### src/rtl/msma_pkg.sv
// Shared types, constants and helpers for the multichannel sensor moving average.
// Used by the controller, the datapath, the top level and the testbench; depends on nothing else.
`default_nettype none
package msma_pkg;

	localparam int WINDOW_DEF   = 8;
	localparam int CHANNELS_DEF = 7;

	localparam int CH_W    = 3;
	localparam int RAW_W   = 16;
	localparam int GAIN_W  = 24;
	localparam int Q_W     = 24;
	localparam int PROD_W  = RAW_W + GAIN_W + 1;
	localparam int FRAC_SHIFT = 16;
	localparam int APB_AW  = 4;
	localparam int APB_DW  = 32;

	localparam logic signed [PROD_W-1:0] Q_MAX_W = PROD_W'(8388607);
	localparam logic signed [PROD_W-1:0] Q_MIN_W = -PROD_W'(8388608);
	localparam logic signed [PROD_W-1:0] ROUND_HALF_W = PROD_W'(32768);

	localparam logic [CH_W-1:0] CH_GYRO_FIRST = 3'd3;
	localparam logic [CH_W-1:0] CH_TEMP       = 3'd6;
	localparam logic [CH_W-1:0] CH_NONE       = 3'd7;

	localparam logic [1:0] REG_ACCEL_GAIN  = 2'd0;
	localparam logic [1:0] REG_GYRO_GAIN   = 2'd1;
	localparam logic [1:0] REG_TEMP_GAIN   = 2'd2;
	localparam logic [1:0] REG_TEMP_OFFSET = 2'd3;

	localparam logic [GAIN_W-1:0] ACCEL_GAIN_RST  = 24'd262079;
	localparam logic [GAIN_W-1:0] GYRO_GAIN_RST   = 24'd4574140;
	localparam logic [GAIN_W-1:0] TEMP_GAIN_RST   = 24'd13142495;
	localparam logic [Q_W-1:0]    TEMP_OFFSET_RST = 24'd1638400;

	typedef struct packed {
		logic [GAIN_W-1:0]     accel_gain;
		logic [GAIN_W-1:0]     gyro_gain;
		logic [GAIN_W-1:0]     temp_gain;
		logic signed [Q_W-1:0] temp_offset;
	} msma_cfg_t;

	typedef struct packed {
		logic capture;
		logic mul;
		logic rnd;
		logic ofs;
		logic upd;
		logic dstart;
		logic load_out;
	} msma_cmd_t;

	typedef struct packed {
		logic ch_ok;
		logic div_done;
	} msma_sts_t;

	function automatic logic signed [Q_W-1:0] sat_q(input logic signed [PROD_W-1:0] v);
		logic signed [Q_W-1:0] r;
		if (v > Q_MAX_W) begin
			r = Q_W'(Q_MAX_W);
		end else if (v < Q_MIN_W) begin
			r = Q_W'(Q_MIN_W);
		end else begin
			r = Q_W'(v);
		end
		return r;
	endfunction

endpackage
`default_nettype wire

### src/rtl/msma_ram.sv
// Generic single-write, single-read RAM with a registered read port.
// Stand-alone; used by the datapath for the per-channel sample rings.
`default_nettype none
module msma_ram #(
	parameter int WIDTH = 24,
	parameter int DEPTH = 56
) (
	input  wire logic                     clk,
	input  wire logic                     we,
	input  wire logic [$clog2(DEPTH)-1:0] waddr,
	input  wire logic [WIDTH-1:0]         wdata,
	input  wire logic                     re,
	input  wire logic [$clog2(DEPTH)-1:0] raddr,
	output logic      [WIDTH-1:0]         rdata
);

	logic [WIDTH-1:0] mem_q [DEPTH];

	always_ff @(posedge clk) begin
		if (we) begin
			mem_q[waddr] <= wdata;
		end
		if (re) begin
			rdata <= mem_q[raddr];
		end
	end

endmodule
`default_nettype wire

### src/rtl/msma_div.sv
// Iterative signed-by-unsigned divider, one quotient bit per cycle, truncating toward zero.
// Stand-alone; used by the datapath to divide a running sum by its fill count.
`default_nettype none
module msma_div #(
	parameter int DIVD_W = 27,
	parameter int DIVS_W = 4
) (
	input  wire logic                     clk,
	input  wire logic                     arst_n,
	input  wire logic                     start,
	input  wire logic signed [DIVD_W-1:0] dividend,
	input  wire logic [DIVS_W-1:0]        divisor,
	output logic                          done,
	output logic signed [DIVD_W-1:0]      quotient
);

	localparam int STEP_W = $clog2(DIVD_W + 1);

	logic [DIVD_W-1:0] quo_q;
	logic [DIVS_W-1:0] rem_q;
	logic [DIVS_W-1:0] div_q;
	logic              neg_q;
	logic              busy_q;
	logic              done_q;
	logic [STEP_W-1:0] step_q;
	logic [DIVS_W:0]   trial;
	logic              ge;
	logic [DIVS_W:0]   rem_next;
	logic [DIVD_W-1:0] mag;

	assign mag      = dividend[DIVD_W-1] ? DIVD_W'(-dividend) : DIVD_W'(dividend);
	assign trial    = {rem_q, quo_q[DIVD_W-1]};
	assign ge       = trial >= {1'b0, div_q};
	assign rem_next = ge ? (trial - {1'b0, div_q}) : trial;

	always_ff @(posedge clk or negedge arst_n) begin
		if (!arst_n) begin
			busy_q <= 1'b0;
			done_q <= 1'b0;
			step_q <= '0;
		end else begin
			done_q <= busy_q && !start && (step_q == STEP_W'(DIVD_W - 1));
			if (start) begin
				busy_q <= 1'b1;
				step_q <= '0;
			end else if (busy_q) begin
				step_q <= step_q + 1'b1;
				if (step_q == STEP_W'(DIVD_W - 1)) begin
					busy_q <= 1'b0;
				end
			end
		end
	end

	always_ff @(posedge clk) begin
		if (start) begin
			quo_q <= mag;
			rem_q <= '0;
			div_q <= divisor;
			neg_q <= dividend[DIVD_W-1];
		end else if (busy_q) begin
			quo_q <= {quo_q[DIVD_W-2:0], ge};
			rem_q <= rem_next[DIVS_W-1:0];
		end
	end

	assign done     = done_q;
	assign quotient = neg_q ? -$signed(quo_q) : $signed(quo_q);

endmodule
`default_nettype wire

### src/rtl/msma_ctrl.sv
// Controller state machine: sequences scale, ring update, divide and result hand-off.
// Depends on msma_pkg for the command and status types.
`default_nettype none
module msma_ctrl import msma_pkg::*; (
	input  wire logic      clk,
	input  wire logic      arst_n,
	input  wire logic      in_valid,
	output logic           in_ready,
	output logic           out_valid,
	input  wire logic      out_ready,
	input  wire msma_sts_t sts,
	output msma_cmd_t      cmd
);

	typedef enum logic [2:0] {
		S_IDLE,
		S_MUL,
		S_RND,
		S_OFS,
		S_UPD,
		S_DSTART,
		S_DIV,
		S_OUT
	} state_t;

	state_t state_q;
	logic   out_valid_q;
	logic   out_free;

	assign in_ready  = state_q == S_IDLE;
	assign out_valid = out_valid_q;
	assign out_free  = !out_valid_q || out_ready;

	always_comb begin
		cmd          = '0;
		cmd.capture  = in_valid && (state_q == S_IDLE);
		cmd.mul      = state_q == S_MUL;
		cmd.rnd      = state_q == S_RND;
		cmd.ofs      = state_q == S_OFS;
		cmd.upd      = state_q == S_UPD;
		cmd.dstart   = state_q == S_DSTART;
		cmd.load_out = (state_q == S_OUT) && out_free;
	end

	always_ff @(posedge clk or negedge arst_n) begin
		if (!arst_n) begin
			state_q     <= S_IDLE;
			out_valid_q <= 1'b0;
		end else begin
			if ((state_q == S_OUT) && out_free) begin
				out_valid_q <= 1'b1;
			end else if (out_ready) begin
				out_valid_q <= 1'b0;
			end
			case (state_q)
				S_IDLE: begin
					if (in_valid && sts.ch_ok) begin
						state_q <= S_MUL;
					end
				end
				S_MUL:    state_q <= S_RND;
				S_RND:    state_q <= S_OFS;
				S_OFS:    state_q <= S_UPD;
				S_UPD:    state_q <= S_DSTART;
				S_DSTART: state_q <= S_DIV;
				S_DIV: begin
					if (sts.div_done) begin
						state_q <= S_OUT;
					end
				end
				S_OUT: begin
					if (out_free) begin
						state_q <= S_IDLE;
					end
				end
				default: state_q <= S_IDLE;
			endcase
		end
	end

endmodule
`default_nettype wire

### src/rtl/msma_dp.sv
// Datapath: gain scaling with rounding and saturation, per-channel ring, sum and fill count.
// Depends on msma_pkg, msma_ram and msma_div.
`default_nettype none
module msma_dp import msma_pkg::*; #(
	parameter int WINDOW   = WINDOW_DEF,
	parameter int CHANNELS = CHANNELS_DEF
) (
	input  wire logic                   clk,
	input  wire logic                   arst_n,
	input  wire msma_cmd_t              cmd,
	output msma_sts_t                   sts,
	input  wire msma_cfg_t              cfg,
	input  wire logic [CH_W-1:0]        channel,
	input  wire logic signed [RAW_W-1:0] raw_sample,
	output logic [CH_W-1:0]             out_channel,
	output logic signed [Q_W-1:0]       filtered_value
);

	localparam int SUM_W    = Q_W + $clog2(WINDOW);
	localparam int POS_W    = $clog2(WINDOW);
	localparam int CNT_W    = $clog2(WINDOW + 1);
	localparam int DEPTH    = CHANNELS * WINDOW;
	localparam int ADDR_W   = $clog2(DEPTH);
	localparam int CH_IDX_W = (CHANNELS > 1) ? $clog2(CHANNELS) : 1;

	logic [CH_W-1:0]            ch_q;
	logic signed [RAW_W-1:0]    raw_q;
	logic signed [PROD_W-1:0]   prod_q;
	logic signed [Q_W-1:0]      scaled_q;
	logic signed [SUM_W-1:0]    sum_q [CHANNELS];
	logic [POS_W-1:0]           pos_q [CHANNELS];
	logic [CNT_W-1:0]           fill_q [CHANNELS];
	logic [CH_W-1:0]            out_channel_q;
	logic signed [Q_W-1:0]      filtered_q;

	logic [CH_IDX_W-1:0]        idx;
	logic [GAIN_W-1:0]          gain;
	logic signed [PROD_W-1:0]   rnd_sum;
	logic signed [PROD_W-1:0]   rnd_shift;
	logic signed [PROD_W-1:0]   ofs_sum;
	logic [ADDR_W-1:0]          addr;
	logic [Q_W-1:0]             rd_data;
	logic                       full;
	logic signed [SUM_W-1:0]    old_val;
	logic signed [SUM_W-1:0]    new_sum;
	logic signed [SUM_W-1:0]    quotient;
	logic                       div_done;

	assign idx = CH_IDX_W'(ch_q);

	always_comb begin
		if (ch_q < CH_GYRO_FIRST) begin
			gain = cfg.accel_gain;
		end else if (ch_q < CH_TEMP) begin
			gain = cfg.gyro_gain;
		end else begin
			gain = cfg.temp_gain;
		end
	end

	assign rnd_sum   = prod_q + ROUND_HALF_W;
	assign rnd_shift = rnd_sum >>> FRAC_SHIFT;
	assign ofs_sum   = PROD_W'(scaled_q) + PROD_W'(cfg.temp_offset);

	assign addr    = ADDR_W'(idx) * ADDR_W'(WINDOW) + ADDR_W'(pos_q[idx]);
	assign full    = fill_q[idx] == CNT_W'(WINDOW);
	assign old_val = full ? SUM_W'($signed(rd_data)) : '0;
	assign new_sum = sum_q[idx] - old_val + SUM_W'(scaled_q);

	assign sts.ch_ok    = (channel != CH_NONE) && (int'(channel) < CHANNELS);
	assign sts.div_done = div_done;

	always_ff @(posedge clk) begin
		if (cmd.capture) begin
			ch_q  <= channel;
			raw_q <= raw_sample;
		end
		if (cmd.mul) begin
			prod_q <= raw_q * $signed({1'b0, gain});
		end
		if (cmd.rnd) begin
			scaled_q <= sat_q(rnd_shift);
		end else if (cmd.ofs && (ch_q == CH_TEMP)) begin
			scaled_q <= sat_q(ofs_sum);
		end
		if (cmd.load_out) begin
			out_channel_q <= ch_q;
			filtered_q    <= Q_W'(quotient);
		end
	end

	always_ff @(posedge clk or negedge arst_n) begin
		if (!arst_n) begin
			for (int i = 0; i < CHANNELS; i++) begin
				sum_q[i]  <= '0;
				pos_q[i]  <= '0;
				fill_q[i] <= '0;
			end
		end else if (cmd.upd) begin
			sum_q[idx] <= new_sum;
			pos_q[idx] <= (pos_q[idx] == POS_W'(WINDOW - 1)) ? '0 : pos_q[idx] + 1'b1;
			if (!full) begin
				fill_q[idx] <= fill_q[idx] + 1'b1;
			end
		end
	end

	msma_ram #(
		.WIDTH(Q_W),
		.DEPTH(DEPTH)
	) u_ring (
		.clk  (clk),
		.we   (cmd.upd),
		.waddr(addr),
		.wdata(scaled_q),
		.re   (cmd.mul),
		.raddr(addr),
		.rdata(rd_data)
	);

	msma_div #(
		.DIVD_W(SUM_W),
		.DIVS_W(CNT_W)
	) u_div (
		.clk     (clk),
		.arst_n  (arst_n),
		.start   (cmd.dstart),
		.dividend(sum_q[idx]),
		.divisor (fill_q[idx]),
		.done    (div_done),
		.quotient(quotient)
	);

	assign out_channel    = out_channel_q;
	assign filtered_value = filtered_q;

endmodule
`default_nettype wire

### src/rtl/multichannel_sensor_moving_average.sv
// Top level of the multichannel sensor moving average with its APB register file.
// Depends on msma_pkg, msma_ctrl and msma_dp.
//
//   Port group   Direction  Handshake            Payload
//   input        in         in_valid/in_ready    channel, raw_sample
//   result       out        out_valid/out_ready  out_channel, filtered_value
//   registers    in/out     psel/penable/pready  paddr, pwdata, prdata
//
// Each result is formed by the one-bit-per-cycle divider that computes sum / fill count.
// One item is in work at a time; the next is taken once the previous result is in the
// output register. Reset clears all ring state at once through the fill counts.
// A stalled result holds the finished item in the output state until it is taken.
`default_nettype none
module multichannel_sensor_moving_average import msma_pkg::*; #(
	parameter int WINDOW   = WINDOW_DEF,
	parameter int CHANNELS = CHANNELS_DEF
) (
	input  wire logic                    clk,
	input  wire logic                    arst_n,
	input  wire logic                    psel,
	input  wire logic                    penable,
	input  wire logic                    pwrite,
	input  wire logic [APB_AW-1:0]       paddr,
	input  wire logic [APB_DW-1:0]       pwdata,
	output logic      [APB_DW-1:0]       prdata,
	output logic                         pready,
	input  wire logic                    in_valid,
	output logic                         in_ready,
	input  wire logic [CH_W-1:0]         channel,
	input  wire logic signed [RAW_W-1:0] raw_sample,
	output logic                         out_valid,
	input  wire logic                    out_ready,
	output logic [CH_W-1:0]              out_channel,
	output logic signed [Q_W-1:0]        filtered_value
);

	msma_cfg_t cfg_q;
	msma_cmd_t cmd;
	msma_sts_t sts;
	logic      wr_en;

	assign pready = 1'b1;
	assign wr_en  = psel && penable && pwrite && pready;

	always_ff @(posedge clk or negedge arst_n) begin
		if (!arst_n) begin
			cfg_q.accel_gain  <= ACCEL_GAIN_RST;
			cfg_q.gyro_gain   <= GYRO_GAIN_RST;
			cfg_q.temp_gain   <= TEMP_GAIN_RST;
			cfg_q.temp_offset <= TEMP_OFFSET_RST;
		end else if (wr_en) begin
			case (paddr[3:2])
				REG_ACCEL_GAIN:  cfg_q.accel_gain  <= pwdata[GAIN_W-1:0];
				REG_GYRO_GAIN:   cfg_q.gyro_gain   <= pwdata[GAIN_W-1:0];
				REG_TEMP_GAIN:   cfg_q.temp_gain   <= pwdata[GAIN_W-1:0];
				REG_TEMP_OFFSET: cfg_q.temp_offset <= pwdata[Q_W-1:0];
				default: ;
			endcase
		end
	end

	always_comb begin
		case (paddr[3:2])
			REG_ACCEL_GAIN:  prdata = APB_DW'(cfg_q.accel_gain);
			REG_GYRO_GAIN:   prdata = APB_DW'(cfg_q.gyro_gain);
			REG_TEMP_GAIN:   prdata = APB_DW'(cfg_q.temp_gain);
			REG_TEMP_OFFSET: prdata = APB_DW'(unsigned'(cfg_q.temp_offset));
			default:         prdata = '0;
		endcase
	end

	msma_ctrl u_ctrl (
		.clk      (clk),
		.arst_n   (arst_n),
		.in_valid (in_valid),
		.in_ready (in_ready),
		.out_valid(out_valid),
		.out_ready(out_ready),
		.sts      (sts),
		.cmd      (cmd)
	);

	msma_dp #(
		.WINDOW  (WINDOW),
		.CHANNELS(CHANNELS)
	) u_dp (
		.clk           (clk),
		.arst_n        (arst_n),
		.cmd           (cmd),
		.sts           (sts),
		.cfg           (cfg_q),
		.channel       (channel),
		.raw_sample    (raw_sample),
		.out_channel   (out_channel),
		.filtered_value(filtered_value)
	);

endmodule
`default_nettype wire

### config.mk
export PLATFORM = sky130hd
export DESIGN_NAME = multichannel_sensor_moving_average
export DESIGN_NICKNAME = d
export VERILOG_FILES = /design/src/rtl/msma_pkg.sv /design/src/rtl/msma_ram.sv /design/src/rtl/msma_div.sv /design/src/rtl/msma_ctrl.sv /design/src/rtl/msma_dp.sv /design/src/rtl/multichannel_sensor_moving_average.sv
export SDC_FILE = /design/constraint.sdc
export NUM_CORES = 2
export LEC_CHECK = 0
export BUFFER_PORTS_ARGS = -buffer_cell sky130_fd_sc_hd__buf_2
export CORE_MARGIN = 2
export CORE_UTILIZATION = 55
export DETAILED_ROUTE_END_ITERATION = 6
export GPL_ROUTABILITY_DRIVEN = 0
export PLACE_DENSITY = 0.71
export SLEW_MARGIN = 20
export SYNTH_ARGS = -nofsm -noshare
export SYNTH_HDL_FRONTEND = slang
export SYNTH_SLANG_ARGS = --single-unit
### constraint.sdc
create_clock -name clk -period 17.78 [get_ports clk]
set_input_delay 3.556 -clock clk [delete_from_list [all_inputs] [get_ports clk]]
set_output_delay 3.556 -clock clk [all_outputs]
set_load 0.1 [all_outputs]
==> results.sh <==
export IMPL_status="finished with violations"
export IMPL_violations="DRC"
export IMPL_initial_core_util_pct=55.48
export IMPL_synth_edf_count=1496
export IMPL_num_rows=149
export IMPL_cp_data_required_time_ps=18410
export IMPL_grt_start_max_net_pins=146
export IMPL_wl_per_cell_um=24.28
export IMPL_io_pins=124
export IMPL_ys_types=96
export IMPL_worst_ep_arrival_time_ps=10200
export IMPL_clock_latency_ps=830
export IMPL_yosysSeqAreaShare_pct=58.53
export IMPL_vdd_drop_max_mv=0.5054
export IMPL_slew_limit_headroom_pct=19.28
export IMPL_timing_fmax_mhz=104.6
export IMPL_cts_setup_buffers=0
export IMPL_worstSetupPathType="flop to flop"
export IMPL_path_common_cell="fa_1"
export IMPL_vias=62696
export IMPL_chipWidth_um=412.4
export IMPL_grt_pass1_vias=61157
export IMPL_die_area_mm2=0.1701
export IMPL_grt_setup_unrepaired="false"
export IMPL_leakage_nw=39.83
export IMPL_crit_path_max_fanout=36
export IMPL_first_pass_iters=7
export IMPL_syn_cell_area_mm2=0.09174
export IMPL_clock_skew_ps=52.58
export IMPL_tightest_slew_ps=1208
export IMPL_power_per_cell_area_mw_per_mm2=208.6
export IMPL_finalCritPeriodShare_pct=53.79
export IMPL_netlist_instances=7872
export IMPL_layout_drive_gt1_share_pct=11.55
export IMPL_overflow=0
export IMPL_drc=2
export IMPL_setup_violations_final=0
export IMPL_layout_commonest_cell="nand2_1"
export IMPL_syn_to_final_growth_pct=9.787
export IMPL_tns_ps=0
export IMPL_fin_crit_ps=9564
export IMPL_port_buffers=104
export IMPL_numCtsBuffers=184
export IMPL_cap_violations=0
export IMPL_ys_warnings_count=0
export IMPL_finalHoldViolations=0
export IMPL_synth_top_flop_cell="edfxtp_1"
export IMPL_grt_pass1_wl_um=371800
export IMPL_ys_ff_latch=1845
export IMPL_grt_usage_pct=29.06
export IMPL_die_h_um=412.4
export IMPL_mostFrequentLayoutCells="nand2_1, edfxtp_1, nand3_1"
export IMPL_ctsLongestPathBuffers=3
export IMPL_cts_tree="done"
export IMPL_ant_nets=0
export IMPL_core_mm2=0.1654
export IMPL_ctsHoldBuffers=0
export IMPL_drt_iter0_drc=8037
export IMPL_slowest_stage="o21ai_2"
export IMPL_clock_root_buffer="clkbuf_16"
export IMPL_post_dp_hpwl_um=147400
export IMPL_layout_nets=8474
export IMPL_startpoint_type="flop"
export IMPL_cts_sinks=1845
export IMPL_slowest_delay_ps=880
export IMPL_ctsHtreeMaxLevel=4
export IMPL_cp_end_kind="flop"
export IMPL_async_reset_ff_share_pct=18.70
export IMPL_vias_per_cell=6.129
export IMPL_drv_slew=0
export IMPL_clk_pin_slew_ps=60
export IMPL_hp_class="flop to flop"
export IMPL_post_cts_resized=0
export IMPL_post_route_util_pct=60.91
export IMPL_drt_wl_total_um=248300
export IMPL_avgSynthCellArea_um2=11.65
export IMPL_antenna_found_initial=15
==> final timing paths <==
kind / cells after the start / slack [ps] / end / startpoint
worst min register to register: 2 / 470 / u_dp.u_div.rem_q[3]$_SDFFE_PP0P_ / u_dp.u_div.rem_q[3]$_SDFFE_PP0P_
min in group asynchronous: 1 / 2810 / u_dp.u_div.step_q[3]$_DFFE_PN0P_ / arst_n
worst max-delay path: 26 / 8220 / u_dp.prod_q[33]$_DFFE_PP_ / u_dp.ch_q[2]$_DFFE_PP_
max in group asynchronous: 3 / 12670 / cfg_q[49]$_DFFE_PN0P_ / arst_n
worst min-delay path: 2 / 470 / u_dp.u_div.rem_q[3]$_SDFFE_PP0P_ / u_dp.u_div.rem_q[3]$_SDFFE_PP0P_
worst max register to register: 26 / 8220 / u_dp.prod_q[33]$_DFFE_PP_ / u_dp.ch_q[2]$_DFFE_PP_
==> final cells by class <==
cell class | count | area, µm²
Inverter | 505 | 1911
Multi-Input combinational cell | 5064 | 34390
Fill cell | 12627 | 64640
Antenna cell | 5 | 12.51
Sequential cell | 1845 | 53690
Clock buffer | 243 | 5031
Tap cell | 2189 | 2739
Clock inverter | 97 | 983.4
Timing Repair Buffer | 281 | 1961
==> synthesized netlist by cell type (all sizes together), types with 16 or more instances <==
cell type / number / area, µm²
nand4: 17 / 112.6
a31oi: 134 / 838.3
buf: 257 / 1334
dfrtp: 299 / 7482
dfstp: 46 / 1209
mux2i: 51 / 510.5
nand3: 513 / 2567
nor3: 22 / 120.1
a221o: 16 / 160.2
nor2b: 16 / 100.1
a221oi: 17 / 204.0
and2: 193 / 1207
mux2: 167 / 1881
mux4: 39 / 878.3
or4: 17 / 127.6
fa: 333 / 6666
and3: 162 / 1015
o22ai: 58 / 362.9
edfxtp: 1496 / 44920
inv: 504 / 1892
clkbuf: 208 / 780.8
xnor2: 89 / 805.8
nor2: 166 / 625.6
a21o: 44 / 330.3
xor2: 57 / 499.2
a21oi: 166 / 849.6
nand2b: 37 / 231.5
a311oi: 151 / 1323
o21ai: 247 / 1247
ha: 198 / 2477
nand2: 1969 / 7401
==> kinds of logic after synthesis <==
family	Yosys count	share of synthesized area, %
AOI/OAI and AO/OA	961	7.015
DFF	1845	58.53
and+or+nand+nor	3160	15.13
adders and majority gates	531	9.967
xor gates and xnor gates	146	1.422
muxes	257	3.564
other	2	0.008186
buffers and inverters	970	4.371
==> state kept, by name (all words and copies together) (netlist names) <==
name,count
u_dp.u_div.neg_q,1
u_dp.u_div.done,1
cfg_q,96
u_dp.u_div.step_q,5
u_ctrl.out_valid,1
u_dp.fill_q,28
u_dp.raw_q,16
u_dp.ch_q,3
u_dp.scaled_q,24
u_dp.filtered_value,24
u_ctrl.state_q,3
u_dp.sum_q,189
u_dp.u_div.quo_q,27
u_dp.u_div.div_q,4
u_dp.prod_q,26
u_dp.pos_q,21
u_dp.u_ring.rdata,24
u_dp.out_channel,3
u_dp.u_ring.mem_q,1344
u_dp.u_div.busy_q,1
u_dp.u_div.rem_q,4
==> metrics by stage <==
| stage | setup WS (ps) | instance area [µm²] | std cells | power (mW) | hold WS (ps) |
|---|---|---|---|---|---|
| 2_1_floorplan | 8915 | 91770 | 7879 | 14.12 | 438.8 |
| 3_3_place_gp | 8609 | 94660 | 9883 | 16.83 | 451.0 |
| 3_5_place_dp | 8553 | 94670 | 9884 | 17.10 | 458.6 |
| 4_1_cts | 8504 | 100700 | 10224 | 21.00 | 473.5 |
| 5_1_grt | 7874 | 100700 | 10227 | 22.50 | 494.1 |
| 6_report | 8216 | 100700 | 10229 | 21.01 | 469.0 |
==> worst max-delay path: cells and delay by family (launching register included) <==
family                     cells  cell delay, ps
AOI/OAI and AO/OA              9            3010
and+or+nand+nor                4            1220
muxes                          1             200
adders and majority gates      7            3350
DFF                            1             320
buffers and inverters          5            1200
==> per-layer routing <==
layer	track usage (%)	up-vias	wire length (µm)	share of wire, %
li1	-	27490	-	-
met1	40.67	31264	97780	39
met2	44.50	3369	112100	45
met3	5.687	563	27290	11
met4	12.60	10	11070	4.5
met5	0	-	66	0.027
==> report_power, final <==
group | leakage (nW) | switching (mW) | internal [mW]
clock network | 2.94 | 1.66 | 2.21
registers | 17.8 | 0.345 | 5.83
logic | 19.1 | 6.98 | 3.99
total | 39.8 | 8.98 | 12.0
(Power assumes the default switching activity.)
